$ cat src/design/dtq_pkg.sv
`default_nettype none

package dtq_pkg;

    // request kinds carried on s_tuser
    localparam logic [1:0] ACT_TICK = 2'd0;
    localparam logic [1:0] ACT_ADD  = 2'd1;
    localparam logic [1:0] ACT_DEL  = 2'd2;

    localparam int ACT_W   = 2;
    localparam int ID_W    = 4;
    localparam int DELAY_W = 31;
    localparam int TIME_W  = 32;

    localparam logic [TIME_W-1:0] SIGN32 = 32'h8000_0000;

    // control from the sequencer to the minimum tracker
    typedef struct packed {
        logic clear;
        logic sample;
    } pick_ctl_t;

endpackage

`default_nettype wire

$ cat src/design/dtq_best.sv
`default_nettype none

module dtq_best import dtq_pkg::*; #(
    parameter int IDX_W = 4
) (
    input  wire logic               aclk,
    input  wire logic               aresetn,
    input  wire pick_ctl_t          ctl,
    input  wire logic [TIME_W-1:0]  now_ms,
    input  wire logic [TIME_W-1:0]  cand_dl,
    input  wire logic               cand_armed,
    input  wire logic [IDX_W-1:0]   cand_idx,
    output logic                    best_vld,
    output logic [IDX_W-1:0]        best_idx,
    output logic [IDX_W:0]          due_cnt
);

    logic [TIME_W-1:0] diff;
    logic [TIME_W-1:0] key;
    logic              due;
    logic              best_vld_reg;
    logic              best_vld_next;
    logic [IDX_W-1:0]  best_idx_reg;
    logic [IDX_W-1:0]  best_idx_next;
    logic [TIME_W-1:0] best_key_reg;
    logic [TIME_W-1:0] best_key_next;
    logic [IDX_W:0]    due_cnt_reg;
    logic [IDX_W:0]    due_cnt_next;

    // wrapping signed difference; key order equals signed order
    assign diff = cand_dl - now_ms;
    assign key  = diff ^ SIGN32;
    assign due  = cand_armed && ((diff == '0) || diff[TIME_W-1]);

    always_comb begin
        best_vld_next = best_vld_reg;
        best_idx_next = best_idx_reg;
        best_key_next = best_key_reg;
        due_cnt_next  = due_cnt_reg;
        if (ctl.clear) begin
            best_vld_next = 1'b0;
            due_cnt_next  = '0;
        end else if (ctl.sample && due) begin
            due_cnt_next = due_cnt_reg + 1'b1;
            // strict compare: ascending scan keeps the lower index on ties
            if (!best_vld_reg || (key < best_key_reg)) begin
                best_vld_next = 1'b1;
                best_idx_next = cand_idx;
                best_key_next = key;
            end
        end
    end

    always_ff @(posedge aclk) begin
        if (!aresetn) begin
            best_vld_reg <= 1'b0;
            due_cnt_reg  <= '0;
        end else begin
            best_vld_reg <= best_vld_next;
            due_cnt_reg  <= due_cnt_next;
        end
        best_idx_reg <= best_idx_next;
        best_key_reg <= best_key_next;
    end

    assign best_vld = best_vld_reg;
    assign best_idx = best_idx_reg;
    assign due_cnt  = due_cnt_reg;

endmodule

`default_nettype wire

$ cat src/design/deadline_timer_queue_unit.sv
// Add, delete or unused request: its single result is loaded from ST_EMIT into the output register
// once that is free, and the next request can be taken after that load. One request is worked on at a time.
// Tick: each scan pass reads every deadline entry through the one memory read port,
// then loads one result into the output; a tick gives one result per fired timer, one pass each
// (one pass with an empty result when nothing fires), and a full output stalls the next pass.
// Reset (aresetn low, synchronous): clock 0, all timers disarmed, output empty; no clearing pass.
`default_nettype none

module deadline_timer_queue_unit import dtq_pkg::*; #(
    parameter int NUM_TIMERS = 16
) (
    input  wire logic        aclk,
    input  wire logic        aresetn,
    input  wire logic        s_tvalid,
    output logic             s_tready,
    input  wire logic [39:0] s_tdata,   // timer_id[3:0], delay_ms[34:4], zero pad
    input  wire logic [1:0]  s_tuser,   // action[1:0]
    output logic             m_tvalid,
    input  wire logic        m_tready,
    output logic [7:0]       m_tdata,   // fired_id[3:0], zero pad
    output logic [0:0]       m_tuser,   // fired[0]
    output logic             m_tlast    // last result of the request
);

    localparam int IDX_W = $clog2(NUM_TIMERS);
    localparam int CNT_W = IDX_W + 1;
    localparam logic [CNT_W-1:0] NUM_C = CNT_W'(NUM_TIMERS);

    localparam logic [1:0] ST_IDLE = 2'd0;
    localparam logic [1:0] ST_SCAN = 2'd1;
    localparam logic [1:0] ST_EMIT = 2'd2;

    // request fields
    logic [ACT_W-1:0]   in_action;
    logic [ID_W-1:0]    in_id;
    logic [DELAY_W-1:0] in_delay;
    logic               id_ok;
    logic [IDX_W-1:0]   in_idx;

    assign in_action = s_tuser[ACT_W-1:0];
    assign in_id     = s_tdata[ID_W-1:0];
    assign in_delay  = s_tdata[ID_W+DELAY_W-1:ID_W];
    assign id_ok     = (32'(in_id) < 32'(NUM_TIMERS));
    assign in_idx    = IDX_W'(in_id);

    logic [1:0]            state_reg, state_next;
    logic [TIME_W-1:0]     now_reg, now_next;
    logic [NUM_TIMERS-1:0] armed_reg, armed_next;
    logic [CNT_W-1:0]      scan_addr_reg, scan_addr_next;
    logic                  rd_vld_reg, rd_vld_next;
    logic [IDX_W-1:0]      rd_idx_reg, rd_idx_next;
    logic                  res_fired_reg, res_fired_next;
    logic [ID_W-1:0]       res_id_reg, res_id_next;
    logic                  res_last_reg, res_last_next;
    logic                  m_tvalid_reg, m_tvalid_next;
    logic                  m_fired_reg, m_fired_next;
    logic [ID_W-1:0]       m_id_reg, m_id_next;
    logic                  m_last_reg, m_last_next;

    logic                  wr_en;
    logic                  rd_en;
    logic [TIME_W-1:0]     rd_data;
    logic                  slot_free;
    logic                  pass_done;
    pick_ctl_t             pick_ctl;
    logic                  best_vld;
    logic [IDX_W-1:0]      best_idx;
    logic [CNT_W-1:0]      due_cnt;

    // deadline store: one write port (add), one registered read port (scan)
    logic [TIME_W-1:0] dl_mem [NUM_TIMERS];

    always_ff @(posedge aclk) begin
        if (wr_en) begin
            dl_mem[in_idx] <= now_reg + {1'b0, in_delay};
        end
        if (rd_en) begin
            rd_data <= dl_mem[scan_addr_reg[IDX_W-1:0]];
        end
    end

    // running minimum over one pass
    dtq_best #(
        .IDX_W (IDX_W)
    ) u_best (
        .aclk       (aclk),
        .aresetn    (aresetn),
        .ctl        (pick_ctl),
        .now_ms     (now_reg),
        .cand_dl    (rd_data),
        .cand_armed (armed_reg[rd_idx_reg]),
        .cand_idx   (rd_idx_reg),
        .best_vld   (best_vld),
        .best_idx   (best_idx),
        .due_cnt    (due_cnt)
    );

    assign s_tready  = (state_reg == ST_IDLE);
    assign slot_free = !m_tvalid_reg || m_tready;
    // all addresses issued and the last read consumed
    assign pass_done = (scan_addr_reg == NUM_C) && !rd_vld_reg;

    always_comb begin
        state_next      = state_reg;
        now_next        = now_reg;
        armed_next      = armed_reg;
        scan_addr_next  = scan_addr_reg;
        rd_en           = 1'b0;
        wr_en           = 1'b0;
        res_fired_next  = res_fired_reg;
        res_id_next     = res_id_reg;
        res_last_next   = res_last_reg;
        pick_ctl.clear  = 1'b0;
        pick_ctl.sample = rd_vld_reg;
        m_tvalid_next   = m_tvalid_reg && !m_tready;
        m_fired_next    = m_fired_reg;
        m_id_next       = m_id_reg;
        m_last_next     = m_last_reg;

        case (state_reg)
            ST_IDLE: begin
                if (s_tvalid) begin
                    // non-tick requests give one empty result
                    res_fired_next = 1'b0;
                    res_id_next    = '0;
                    res_last_next  = 1'b1;
                    state_next     = ST_EMIT;
                    case (in_action)
                        ACT_TICK: begin
                            now_next       = now_reg + 1'b1;
                            scan_addr_next = '0;
                            pick_ctl.clear = 1'b1;
                            state_next     = ST_SCAN;
                        end
                        ACT_ADD: begin
                            if (id_ok) begin
                                wr_en              = 1'b1;
                                armed_next[in_idx] = 1'b1;
                            end
                        end
                        ACT_DEL: begin
                            if (id_ok) begin
                                armed_next[in_idx] = 1'b0;
                            end
                        end
                        default: begin
                        end
                    endcase
                end
            end
            ST_SCAN: begin
                if (scan_addr_reg != NUM_C) begin
                    rd_en          = 1'b1;
                    scan_addr_next = scan_addr_reg + 1'b1;
                end else if (pass_done) begin
                    // earliest due timer is fired and disarmed; the due count
                    // tells whether it is the final one of this tick
                    res_fired_next = best_vld;
                    res_id_next    = best_vld ? ID_W'(best_idx) : '0;
                    res_last_next  = (due_cnt <= CNT_W'(1));
                    if (best_vld) begin
                        armed_next[best_idx] = 1'b0;
                    end
                    state_next = ST_EMIT;
                end
            end
            ST_EMIT: begin
                if (slot_free) begin
                    m_tvalid_next = 1'b1;
                    m_fired_next  = res_fired_reg;
                    m_id_next     = res_id_reg;
                    m_last_next   = res_last_reg;
                    if (res_last_reg) begin
                        state_next = ST_IDLE;
                    end else begin
                        scan_addr_next = '0;
                        pick_ctl.clear = 1'b1;
                        state_next     = ST_SCAN;
                    end
                end
            end
            default: begin
                state_next = ST_IDLE;
            end
        endcase
    end

    assign rd_vld_next = rd_en;
    assign rd_idx_next = scan_addr_reg[IDX_W-1:0];

    always_ff @(posedge aclk) begin
        if (!aresetn) begin
            state_reg     <= ST_IDLE;
            now_reg       <= '0;
            armed_reg     <= '0;
            scan_addr_reg <= '0;
            rd_vld_reg    <= 1'b0;
            m_tvalid_reg  <= 1'b0;
        end else begin
            state_reg     <= state_next;
            now_reg       <= now_next;
            armed_reg     <= armed_next;
            scan_addr_reg <= scan_addr_next;
            rd_vld_reg    <= rd_vld_next;
            m_tvalid_reg  <= m_tvalid_next;
        end
        rd_idx_reg    <= rd_idx_next;
        res_fired_reg <= res_fired_next;
        res_id_reg    <= res_id_next;
        res_last_reg  <= res_last_next;
        m_fired_reg   <= m_fired_next;
        m_id_reg      <= m_id_next;
        m_last_reg    <= m_last_next;
    end

    assign m_tvalid   = m_tvalid_reg;
    assign m_tdata    = {{(8 - ID_W){1'b0}}, m_id_reg};
    assign m_tuser[0] = m_fired_reg;
    assign m_tlast    = m_last_reg;

    // a timer reported at the end of a pass is disarmed afterwards
    a_fire_disarms: assert property (@(posedge aclk) disable iff (!aresetn)
        (state_reg == ST_SCAN && pass_done && best_vld)
        |=> !armed_reg[$past(best_idx)])
        else $error("fired timer still armed");

    // a found minimum is always counted among the due timers
    a_best_counted: assert property (@(posedge aclk) disable iff (!aresetn)
        best_vld |-> (due_cnt != '0))
        else $error("best timer without due count");

    // an empty result is always the final one and carries index zero
    a_empty_last: assert property (@(posedge aclk) disable iff (!aresetn)
        (m_tvalid_reg && !m_fired_reg) |-> (m_last_reg && (m_id_reg == '0)))
        else $error("empty result not final");

    // an accepted request always leaves the idle state
    a_accept_busy: assert property (@(posedge aclk) disable iff (!aresetn)
        (s_tvalid && s_tready) |=> (state_reg != ST_IDLE))
        else $error("request accepted without work");

endmodule

`default_nettype wire

$ cat config.mk
export PLATFORM = sky130hd
export DESIGN_NAME = deadline_timer_queue_unit
export DESIGN_NICKNAME = d
export VERILOG_FILES = /design/src/design/dtq_pkg.sv /design/src/design/dtq_best.sv /design/src/design/deadline_timer_queue_unit.sv
export SDC_FILE = /design/constraint.sdc
export NUM_CORES = 1
export LEC_CHECK = 0
export ABC_AREA = 1
export ABC_CLOCK_PERIOD_IN_PS = 12700
export BUFFER_PORTS_ARGS = -buffer_cell sky130_fd_sc_hd__buf_2
export CORE_MARGIN = 3
export CORE_UTILIZATION = 60
export DETAILED_ROUTE_END_ITERATION = 10
export GPL_TIMING_DRIVEN = 0
export PLACE_DENSITY_LB_ADDON = 0.3
export REMOVE_ABC_BUFFERS = 1
export SYNTH_ARGS = -nofsm -noshare
export SYNTH_HDL_FRONTEND = slang
export SYNTH_SLANG_ARGS = --single-unit
$ cat constraint.sdc
create_clock -name aclk -period 12.7 [get_ports aclk]
set_clock_uncertainty 0.05 [all_clocks]
set_input_delay 3.81 -clock aclk [delete_from_list [all_inputs] [get_ports aclk]]
set_output_delay 3.81 -clock aclk [all_outputs]
set_load 0.05 [all_outputs]
Yosys cells after proc, flatten, opt, wreduce, memory -nomap -nowiden
Memory sizes are Yosys's and may differ from the RTL's. A register that Yosys moved wholly into a read port is not among the register bits.
Index checks and enable logic that the tools add are counted.
{ "classes": {"mul": 0, "n_bitwise": 8, "n_mux": 52, "reduce_logical": 27, "n_lt_le_gt_ge": 7, "add_sub_neg": 5, "shift": 0, "div_mod_pow": 0, "n_eq_ne": 15} }
{ "ops": {"columns": ["cell", "n"], "rows": [
  ["$mux W16", 4],
  ["$pmux W16 S2", 2],
  ["$add A32 B1 Y32 const B", 1],
  ["$add A32 B31 Y32", 1],
  ["$and A16 B16 Y16", 2],
  ["$logic_not A32 Y1", 1],
  ["$lt A32 B32 Y1", 1],
  ["$not A16 Y16", 2],
  ["$sub A32 B32 Y32", 1],
  ["$mux W5", 5],
  ["$mux W1", 23],
  ["$mux W4", 4],
  ["$or A16 B16 Y16", 1],
  ["$lt A4 B5 Y1 const B", 3],
  ["$pmux W5 S3", 1],
  ["$ne A2 B2 Y1 const B", 6],
  ["$reduce_and A6 Y1", 2],
  ["$add A5 B1 Y5 const B", 2],
  ["$mux W2", 5],
  ["$demux W1 S4", 2],
  ["$ge A4 B1 Y1 const B", 2],
  ["$pmux W4 S2", 1],
  ["$reduce_and A4 Y1", 2],
  ["$logic_and A1 B1 Y1", 6],
  ["other kinds (19)", 34]
]} }
{ "word_totals": {"word_cells": 132, "ramBits": 512, "register_bits": 115, "rom_bits": 0, "input_bits": 46, "output_inout_bits": 12, "latch_bits": 0, "mem_count": 1} }
{ "mem_list": {"columns": ["memory", "words", "width", "read_ports", "rd_clocked_by_memory_dff", "wr", "line_no", "rtl"], "rows": [
  ["dl_mem", 16, 32, 1, 1, 1, "deadline_timer_queue_unit.sv:71", "logic [TIME_W-1:0] dl_mem [NUM_TIMERS];"]
]} }

Logic depth before layout (Yosys ltp)
{ "depth": {"depth_word": 10, "depth_mapped": 23, "depth_no_buf": 23} }

Modules after synthesis
From an unflattened synthesis, not the netlist that was laid out.
{ "unflattened": {"cells_unflattened": 3357, "hier_area_um2": 32296.0} }
{ "by_module_without_submodules": {"columns": ["module", "area_per_inst_um2", "n_inst", "seq_area_each_um2", "cells_each"], "rows": [
  ["deadline_timer_queue_unit", 27274.9, 1, 17917.2, 2548],
  ["dtq_best", 5021.1, 1, 1201.2, 809]
]} }

Least setup slack after synthesis
Ideal clock, no wire load.
{ "synth_timing": {"path_kind": "in2reg", "from": "input m_tready", "to": "register u_best.best_idx_reg[0] (netlist: u_best.best_idx[0]) (enable)", "path_slack_ns": 6.103, "required_ns": 12.209, "t_arrival_ns": 6.105, "setup_time_ns": 0.441, "cell_stages": 7, "n_path_buf": 0, "cell_sequence": "nor2_1 nor2_1 nand2_1 nand2_1 inv_1 nand3_1 a21oi_1"} }
{ "synth_via": {"elab_chain_cells": 5} }
{ "synth_rtl": {"columns": ["item", "line_no", "rtl"], "rows": [
  ["start, declared", "deadline_timer_queue_unit.sv:19", "input wire logic m_tready,"],
  ["$logic_or A1 B1 Y1", "deadline_timer_queue_unit.sv:99", "assign slot_free = !m_tvalid_reg || m_tready;"],
  ["$mux W1", "deadline_timer_queue_unit.sv:168", "if (slot_free) begin"],
  ["$pmux W1 S2", "deadline_timer_queue_unit.sv:120", "case (state_reg)"],
  ["$not A1 Y1 (no source line)", null, null],
  ["$reduce_and A3 Y1 (no source line)", null, null],
  ["end signal, assigned", "dtq_best.sv:62", "best_idx_reg <= best_idx_next;"],
  ["end, declared", "dtq_best.sv:23", "logic [IDX_W-1:0] best_idx_reg;"]
]} }
No other way between the ends.
A chain may end at the register's enable or synchronous reset.

Final worst setup path
{ "layout_timing": {"from": "input s_tdata[4]", "to": "memory dl_mem[15][22], data pin"} }
{ "layout_via": {"elab_chain_cells": 1} }
{ "layout_rtl": {"columns": ["item", "line_no", "rtl"], "rows": [
  ["start, declared", "deadline_timer_queue_unit.sv:16", "input wire logic [39:0] s_tdata,"],
  ["$add A32 B31 Y32", "deadline_timer_queue_unit.sv:75", "dl_mem[in_idx] <= now_reg + {1'b0, in_delay};"],
  ["end, declared", "deadline_timer_queue_unit.sv:71", null]
]} }
No other way between the ends.

==> impl_metrics.json <==
{
  "yosys-top-cells-area": "edfxtp_1, nand2_1, nor2_1",
  "numPortBuffers": 48,
  "largest_register_ffs": 512,
  "io-pin-count": 58,
  "start_kind": "input pin",
  "status": "completed",
  "preCtsSetupSlack_ns": 5.26,
  "path_clk_slew_ns": 0.06,
  "wl_um": 80200,
  "die_area_sq_um": 54000,
  "vias": 22600,
  "die_x_um": 232,
  "yosys.area.top_type": "edfxtp_1",
  "ys.flop_type": "edfxtp_1",
  "grt_max_degree": 166,
  "post_cts_buffers": 0,
  "synth-seq-cells": 659,
  "htree_num_levels": 3,
  "layout.nets": 3145,
  "synth_area_sq_um": 30800,
  "slew_violations": 0,
  "cts_buffer_depth": 3,
  "intPower_mw": 3.68,
  "final_cells": 3727,
  "slew_headroom": 0.127,
  "max_cap_viol_count": 0,
  "place_inst": 3601,
  "p_total_mw": 4.72,
  "max_stage_delay_ns": 0.93,
  "holdBufCountCts": 0,
  "p_leak_nw": 12.8,
  "num_rows": 82,
  "cp.arrival_ns": 6.96,
  "setup_slack_ns": 5.92,
  "hp-start": "scan_addr_reg[3]",
  "syn_avg_cell_area_sq_um": 10.4,
  "drt_iter0_markers": 2569,
  "syn_inst": 2967,
  "cts_tree": "built",
  "n_antenna_cell": 0,
  "switching_power_mw": 1.04,
  "crit_type": "input pin to flip-flop",
  "gp_congestion": 0.911,
  "drc_errors": 0,
  "grt_pass1_vias": 22200,
  "start_util": 0.611,
  "p_sw_frac": 0.220,
  "cpMostUsedCell": "inv_1",
  "clockPowerShare": 0.438,
  "synth_edf_count": 592,
  "seq_power_share": 0.508,
  "power_density_nw_per_um2": 137,
  "worst_pin_slew_ns": 1.30,
  "synth-adder-area-share": 0.0408,
  "crit_path_end_kind": "flip-flop",
  "postSynth.asyncResetShare": 0,
  "period_needed_ns": 6.78,
  "synth_compound_area_frac": 0.119,
  "fill_cells": 3638,
  "clkSinkCount": 659,
  "clockRootBuffer": "clkbuf_16",
  "ir_drop_mv": 0.119,
  "synthDistinctLibCells": 58,
  "coreArea_sq_um": 50400,
  "final.setup.tns_ns": 0,
  "die_h_um": 232,
  "hold_viol_final": 0,
  "grt_usage": 0.299,
  "critPathMaxFanout": 16,
  "first_pass_iters": 5,
  "fmax_mhz": 147,
  "post_cts_resized": 0,
  "synth_top_family_by_area": "simple AND/OR/NAND/NOR gates",
  "antenna_found_initial": 1,
  "setup.worst_path.start": "s_tdata[4]",
  "pwr-share-comb": 0.054,
  "critPathSlowestCell": "xnor2_1",
  "synth_warnings": 0,
  "syn2layout_area_growth_pct": 12.0,
  "ys_seq_area_frac": 0.622,
  "antenna_left": 0,
  "crit_chain": "buf_2 -> ha_1 -> inv_1 -> fa_1 -> inv_1 -> nand3_1 -> nand2_1 -> a21boi_1 -> o21ai_1 -> a21oi_2 -> inv_1 -> a21oi_1 -> inv_1 -> nand2_1 -> nand2_1 -> a21oi_1 -> xnor2_1",
  "synth_top_area_share": 0.578,
  "top_register": "dl_mem",
  "cts-buffers-inserted": 69,
  "layout-drive-gt1-share": 0.0825,
  "dp_hpwl_um": 52200,
  "wl_per_cell_um": 21.5,
  "rsz0062_at_grt": "false",
  "finalSetupViolations": 0,
  "r2r-start": "scan_addr_reg[0]",
  "insertion_delay_ns": 0.61,
  "critPathRequiredTime_ns": 12.88,
  "yosys.area_share.simple": 0.149,
  "synthMuxAreaShare": 0,
  "synth_xor_area_frac": 0.0142,
  "grt_overflow": 0,
  "timing.final.crit_share": 0.534,
  "hp-class": "flip-flop to flip-flop",
  "vias_per_cell": 6.07,
  "grt_pass1_wl_um": 123000
}
-- critical path, delay by kind of cell --
| kind | cells | cell delay [ns] |
|---|---|---|
| xor+xnor | 1 | 0.93 |
| compound gates | 5 | 0.86 |
| fa+ha+maj | 2 | 0.57 |
| buf+inv | 5 | 0.42 |
| simple gates | 4 | 0.36 |
-- final timing paths --
path / end / slack [ns] / cells after the start
worst max-delay path: dl_mem[15][22] / 5.92 / 17
worst min-delay path: rd_idx_reg[3] / 0.35 / 0
worst max register to register: flip-flop / 7.82 / 13
worst min register to register: rd_idx_reg[3] / 0.35 / 0
-- through the flow --
stage / instance area (sq um) / hold WS, ns / util
6_report: 34400 / 0.351 / 0.684
5_1_grt: 34400 / 0.350 / 0.684
4_1_cts: 34400 / 0.345 / 0.684
3_5_place_dp: 32100 / 0.335 / 0.638
3_3_place_gp: 31400 / 0.320 / 0.623
2_1_floorplan: 30300 / 0.305 / -
-- power by group through the flow --
stage | logic (mW) | clock network, mW | registers [mW]
final | 0.254 | 2.07 | 2.40
after CTS | 0.250 | 2.09 | 2.40
after global placement | 0.227 | 0 | 2.45
after global routing | 0.281 | 2.17 | 2.40
after detailed placement | 0.249 | 0 | 2.44
after floorplan | 0.155 | 0 | 2.45
-- metal layers --
layer / track usage / wire (um)
met2: 0.489 / 38100
met4: 0.129 / 3340
met3: 0.0469 / 6860
met1: 0.400 / 31900
met5: 0 / 13
-- kinds of logic after synthesis --
logic type      after synthesis
fa+ha+maj                    99
simple gates               1080
buf+inv                     450
xor+xnor                     50
compound gates              628
flops                       659
other cells                   1
-- final cells by class --
| class | instances | area (sq um) | share of cell area |
|---|---|---|---|
| clock inverters | 35 | 433 | 0.0126 |
| inverters | 334 | 1260 | 0.0367 |
| well taps | 672 | 841 | 0.0244 |
| flip-flops and latches | 659 | 19100 | 0.555 |
| clock buffers | 91 | 1870 | 0.0543 |
| repair buffers | 75 | 826 | 0.0240 |
| multi-input cells | 1861 | 10100 | 0.293 |
-- placed cells by master (no fill, tap or decap), types with 5 or more instances in the layout --
cell type  instances
xnor2_1           14
a211oi_1           8
clkbuf_1          18
o21ai_0          301
nor2_2            12
nand4_1           23
ha_1              97
clkinv_1          11
clkbuf_16         71
buf_12            21
nand3_1          121
o221ai_1          54
nor4_1             6
inv_6              5
a221oi_1          13
buf_16             6
inv_2              8
a21oi_1          107
a31oi_1           12
nor2_1           390
nand3_2            6
dfxtp_1           64
o211ai_1          15
bufinv_16          9
clkinv_2          10
nor3_1            31
edfxtp_1         592
inv_1            320
nand2_2            6
xor2_1            36
buf_2             48
o22ai_1           91
nor2_4            21
o21a_1             5
nand2_1          441
-- synthesized netlist by cell type (all sizes together) (54+ instances only) --
cell and instances:
edfxtp 592, nand2 447, nor2 423, inv 330, o21ai 306, nand3 128
a21oi 110, ha 97, clkbuf 95, o22ai 91, dfxtp 67, o221ai 54
Power figures use the tool's default switching activity.
